## config.mk

```make
export PLATFORM = sky130hd
export DESIGN_NAME = lom_ram
export DESIGN_NICKNAME = d
export VERILOG_FILES = /design/src/hdl/lom_ram.sv
export SDC_FILE = /design/constraint.sdc
export NUM_CORES = 1
export LEC_CHECK = 0
export BUFFER_PORTS_ARGS = -buffer_cell sky130_fd_sc_hd__buf_2
export CELL_PAD_IN_SITES_DETAIL_PLACEMENT = 2
export CELL_PAD_IN_SITES_GLOBAL_PLACEMENT = 2
export CORE_UTILIZATION = 30
export DETAILED_ROUTE_END_ITERATION = 6
export PLACE_DENSITY_LB_ADDON = 0.1
export SYNTH_ARGS = -nofsm -noshare
export SYNTH_HDL_FRONTEND = slang
export SYNTH_SLANG_ARGS = --single-unit
```

## constraint.sdc

```tcl
create_clock -name clk -period 1.7 [get_ports clk]
set_input_delay 0.085 -clock clk [delete_from_list [all_inputs] [get_ports clk]]
set_output_delay 0.085 -clock clk [all_outputs]
set_load 0.01 [all_outputs]
```

## src/hdl/lom_ram.sv

```systemverilog
module lom_ram #(
    parameter int WIDTH = 8,
    parameter int DEPTH = 16
) (
    input  logic                     clk,
    input  logic                     we,
    input  logic [$clog2(DEPTH)-1:0] waddr,
    input  logic [WIDTH-1:0]         wdata,
    input  logic [$clog2(DEPTH)-1:0] raddr,
    output logic [WIDTH-1:0]         rdata
);

    logic [WIDTH-1:0] mem [DEPTH];

    always_ff @(posedge clk)
    begin
        if (we)
        begin
            mem[waddr] <= wdata;
        end
        rdata <= mem[raddr];
    end

endmodule

```

==> results of run 1 <==
-- cells by family after synthesis --
kind of cell | count (synthesis) | share of synthesized area
buf+inv | 10 | 0.0168
mux | 32 | 0.150
flops | 136 | 0.778
compound gates | 16 | 0.0233
simple gates | 35 | 0.0318
-- cells in the mapped netlist (all sizes together) --
master / number / area share
nand3b: 2 / 0.0029
and2: 1 / 0.0012
nor2: 13 / 0.0095
nor2b: 1 / 0.0012
or3b: 1 / 0.0017
a22oi: 16 / 0.023
nand3: 1 / 0.00097
nor3: 4 / 0.0039
mux4: 32 / 0.15
buf: 7 / 0.011
clkdlybuf4s25: 3 / 0.0058
edfxtp: 128 / 0.75
nand2b: 2 / 0.0024
dfxtp: 8 / 0.031
and2b: 1 / 0.0015
nand2: 9 / 0.0066
-- area by class of cell --
class | instances | area [um^2] | area share
flip-flops and latches | 136 | 4000 | 0.636
well taps | 220 | 275 | 0.0438
clock inverters | 7 | 116 | 0.0185
clock buffers | 25 | 495 | 0.0788
multi-input cells | 83 | 1060 | 0.168
repair buffers | 49 | 343 | 0.0545
-- critical path, delay by kind of cell, from the launching register on --
family,cells,cell delay [ns]
AOI/OAI and AO/OA,1,0.30
and+or+nand+nor,1,0.09
DFF,1,0.37
muxes,1,0.50
-- worst max path at each step --
stage	cells after the start	slack (ns)	endpoint
CTS	3	0.31	rdata[4]
detailed placement	6	0.01	rdata[2]
global route	3	0.24	rdata[3]
floorplan	2	0.12	mem[0][0]
global placement	6	0.04	rdata[2]
finish	3	0.32	rdata[2]
-- routing by layer --
layer	up-vias	part of all wire	wire length, um	track usage
met5	-	0	0	0
met4	0	0.017	202	0.0670
met3	13	0.029	340	0.0356
met2	45	0.49	5850	0.236
met1	1292	0.46	5480	0.191
li1	1086	-	-	-
-- registers in the layout, summed over array words and instances (netlist names) --
signal	count
mem	128
rdata	8
-- metrics by stage --
stage | area (um^2) | utilization
floorplan | 5150 | -
global placement | 5680 | 0.341
detailed placement | 5680 | 0.341
CTS | 6290 | 0.378
global route | 6290 | 0.378
finish | 6290 | 0.378
-- power groups by stage --
stage	Clock (uW)	Combinational [uW]	Sequential, uW
3_5_place_dp	0	389	3850
4_1_cts	3840	390	3780
3_3_place_gp	0	381	3840
6_report	3770	375	3780
5_1_grt	3950	409	3780
2_1_floorplan	0	190	3840
==> impl_metrics.tcl, run 1 <==
set metrics [dict create \
    status "finished, final reports clean" \
    ctsHtreeMaxLevel 4 \
    die_area_um2 17700 \
    maxCapViolations 0 \
    hpwl_um 7580 \
    power.total_uw 7920 \
    max_slew_margin 0.703 \
    clkPwrFrac 0.476 \
    dpl.cell_count 488 \
    hold_class "in2reg" \
    die_width_um 133 \
    num_rows 47 \
    regToRegEndpoint "rdata[2]" \
    cts_num_sinks 136 \
    cp-startpoint "mem[2][2]" \
    cp-start-kind "flip-flop" \
    setup_slack_ns 0.324 \
    syn_area_um2 5150 \
    die_y_um 133 \
    ys_ff_latch 136 \
    start_util 0.309 \
    peakVddDrop_mv 0.642 \
    reg2reg_slack_ns 0.32 \
    worst_pin_slew_ns 0.445 \
    pwr-share-comb 0.047 \
    track_usage 0.148 \
    whs_path_depth 1 \
    syn_avg_cell_area_um2 22.5 \
    first_pass_iters 4 \
    cts-resized-gates 0 \
    cts_buffers 17 \
    required_ns 1.99 \
    grt_max_degree 33 \
    mostFrequentLayoutCell "edfxtp_1" \
    power.leakage_uw 0.00213 \
    max_stage_delay_ns 0.50 \
    end_kind "flip-flop" \
    insertion_delay_ns 0.41 \
    period_share 0.810 \
    netlist_instances 229 \
    cts_tree "built" \
    grt_pass1_vias 2669 \
    swShare 0.195 \
    whs_endpoint "mem[6][7]" \
    timing.hold.ws_ns 0.0546 \
    clk_path_buf_depth 2 \
    fp.coreArea_um2 16600 \
    grt_pass1_wl_um 17700 \
    timing.final.hold_violations 0 \
    seq_power_share 0.477 \
    arrival_ns 1.67 \
    overflow 0 \
    rsz0062_at_grt "no" \
    gp_congestion 0.677 \
    fmaxAchievable_ghz 0.727 \
    internal_power_uw 6370 \
    antennaDiodeCount 0 \
    worstSetupPathType "reg2reg" \
    wl_um 11900 \
    layout-drive-gt1-share 0.320 \
    cts.clk_slew.worst_paths_ns 0.06 \
    ys_seq_area_frac 0.778 \
    synth.distinct_cells 19 \
    ios 26 \
    critical_path.cell_chain "mux4_1 -> a22oi_1 -> nand2_1" \
    finalCriticalPeriod_ns 1.38 \
    mostFrequentLayoutCells "128 x edfxtp_1, 25 x buf_2, 21 x buf_4, 18 x mux4_2, 17 x clkbuf_16" \
    maxSlewViolCount 0 \
    setup_violations 0 \
    yosysWarnings 0 \
    cts_setup_buffers 0 \
    area_growth_pct 22.2 \
    switchingPower_uw 1550 \
    antenna_found_initial 0 \
    ant_nets 0 \
    fill_cells 1585 \
    tns_ns 0 \
    skew_ns 0.00755 \
    synth_nets 247 \
    avgRoutedWirePerCell_um 22.8 \
    nets 305 \
    port-buffer-count 25 \
    cts_root_buf "clkbuf_16" \
    power_density_nw_per_um2 1260 \
    drc_errors 0 \
    drt_iter0_markers 121 \
    crit_fanout 1 \
    min-delay-start "wdata[7]" \
    r2r_start "mem[2][2]" \
    r2r_cells 3 \
    num_vias 2436 \
    cts_hold_buf 0 \
    viasPerCell 4.68 \
    final_cells 520 \
    post-place-ws_ns 0.0146 \
    cp_slowest_cell "mux4_1" \
]
(Power assumes the default switching activity.)
==> inputs of run 2 (changes only) <==
Settings changed: ABC_AREA set to 1.
Clock period 1.7 ns to 1.25 ns, I/O delays scaled along.
==> run 2 against run 1 <==
Core utilization is 1.4 points lower; largest power group unchanged; synthesized cell count is 140% higher; via count is 61% higher; critical path depth is 3 higher; design area is 8.7% higher; non-clock buffer count is 2 higher.
==> impl_metrics.tcl, run 2 <==
set metrics [dict create \
    drc_errors 0 \
    clk_path_buf_depth 2 \
    dpl.cell_count 812 \
    wl_met1_um 7890 \
    num_vias 3926 \
    placed_cell_area_um2 6300 \
    mostFrequentLayoutCell "nand2_1" \
    cts_buffers 17 \
    highest_layer "met5" \
    cts_setup_buffers 0 \
    worst_pin_slew_ns 0.405 \
    area_growth_pct 18.6 \
    maxCapViolations 0 \
    maxSlewViolCount 0 \
    crit_fanout 1 \
    die_y_um 141 \
    syn_avg_cell_area_um2 10.5 \
    timing.final.hold_violations 0 \
    peakVddDrop_mv 0.885 \
    yosysTopAreaCell "edfxtp_1" \
    critical_path.cell_chain "inv_1 -> nand2_1 -> nand3_1 -> nand3_1 -> nand3_1 -> nand2_1" \
    port-buffer-count 25 \
    cts_hold_buf 0 \
    fp.coreArea_um2 18800 \
    netlist_instances 551 \
    finalCriticalPeriod_ns 1.07 \
    cts-resized-gates 0 \
    period_share 0.853 \
    max_stage_delay_ns 0.35 \
    status "finished, final reports clean" \
    first_pass_iters 4 \
    grt_pass1_wl_um 26400 \
    power_density_nw_per_um2 1530 \
    largest_reg_flops 128 \
    finalInstanceArea_um2 6840 \
    antennaDiodeCount 0 \
    cp-start-kind "flip-flop" \
    regMostFlops "mem" \
    reg_top3 "mem x128, rdata x8" \
    path_delay_family "simple AND/OR/NAND/NOR gates" \
    grt_max_degree 65 \
    overflow 0 \
    ios 26 \
    synthArstFlopShare 0 \
    cts_root_buf "clkbuf_16" \
    fill_cells 2036 \
    antenna_found_initial 1 \
    grt_pass1_vias 4398 \
    end_kind "flip-flop" \
    insertion_delay_ns 0.44 \
    viasPerCell 4.65 \
    mostFrequentLayoutCells "173 x nand2_1, 128 x edfxtp_1, 100 x inv_1, 97 x nand3_1, 25 x buf_2" \
    final_cells 844 \
    final_core_util 0.364 \
    max_slew_margin 0.730 \
    synth_nets 569 \
    start_util 0.307 \
    layout-drive-gt1-share 0.134 \
    synth.distinct_cells 12 \
    cts_num_sinks 136 \
    power.total_uw 10500 \
    required_ns 1.55 \
    gp_congestion 0.715 \
    synthTopCellsByCount "173 x nand2_1, 128 x edfxtp_1, 100 x inv_1" \
    drt_iter0_markers 213 \
    track_usage 0.188 \
    avgRoutedWirePerCell_um 20.0 \
    hpwl_um 10600 \
    crit_top_cell "nand3_1" \
    synth_top_area_share 0.667 \
    arrival_ns 1.36 \
    yosysWarnings 0 \
    ys_seq_area_frac 0.694 \
    hold_class "in2reg" \
    num_rows 50 \
    die_width_um 141 \
    ant_nets 0 \
    fmaxAchievable_ghz 0.938 \
    register_area_um2 4000 \
    cp_slowest_cell "edfxtp_1" \
    syn_area_um2 5770 \
    nets 615 \
    worstSetupPathType "reg2reg" \
    wl_met2_um 8230 \
    setup_violations 0 \
    tns_ns 0 \
    synth_most_common_cell "nand2_1" \
    synth_area_leaders "edfxtp_1 67%, nand2_1 11%, nand3_1 8.4%" \
    skew_ns 0.0136 \
    power.leakage_uw 0.00294 \
    critPathBufInv 1 \
    wl_um 16900 \
    cts_tree "built" \
    ys_ff_latch 136 \
    ys.flop_type "edfxtp_1" \
    wl_met3_um 530 \
    die_area_um2 19800 \
    synth_edf_count 128 \
    ctsHtreeMaxLevel 4 \
    multi_input_area_um2 1210 \
    rsz0062_at_grt "no" \
    cts.clk_slew.worst_paths_ns 0.06 \
]
## run 2: where the power goes
part	switching (uW)	leakage [uW]	total, uW	internal, uW
registers	39.1	0.00122	5140	5100
clock network	1940	0.000256	4640	2700
logic	497	0.00146	716	218
## run 2: routing by layer
metal | global-route usage | vias to the layer above
li1 | - | 1866
met1 | 0.245 | 1979
met2 | 0.309 | 60
met3 | 0.0363 | 19
met4 | 0.0755 | 2
met5 | 0 | -
## run 2: cell type report
class	count	share of cell area
multi-input cells	289	0.177
flip-flops and latches	136	0.585
clock inverters	14	0.0161
clock buffers	18	0.0627
inverters	102	0.0560
repair buffers	51	0.0596
well taps	234	0.0428
## run 2: worst register-to-register path, cell delays in order, from the launching register on
cell	delay [ns]
edfxtp_1	0.35
inv_1	0.06
nand2_1	0.04
nand3_1	0.09
nand3_1	0.12
nand3_1	0.14
nand2_1	0.12
## run 2: path summary, 6_finish.rpt
kind | slack [ns] | end | start | cells after the start
max reg2reg | 0.18 | rdata[7] | mem[9][7] | 6
min reg2reg | 0.70 | rdata[3] | mem[9][3] | 6
max | 0.18 | rdata[7] | mem[9][7] | 6
min | 0.05 | mem[8][2] | wdata[2] | 1
## run 2: logic make-up after synthesis
group	synth area share
buffers and inverters	0.0952
flip-flops	0.694
AND/OR/NAND/NOR	0.210
## run 2: metrics by stage
stage                     hold slack, ns  worst slack, ns
final                             0.0508            0.184
after global routing              0.0587           0.0779
after CTS                         0.0516            0.138
after detailed placement           0.461         0.000804
after global placement             0.461           0.0174
after floorplan                    0.161            0.237
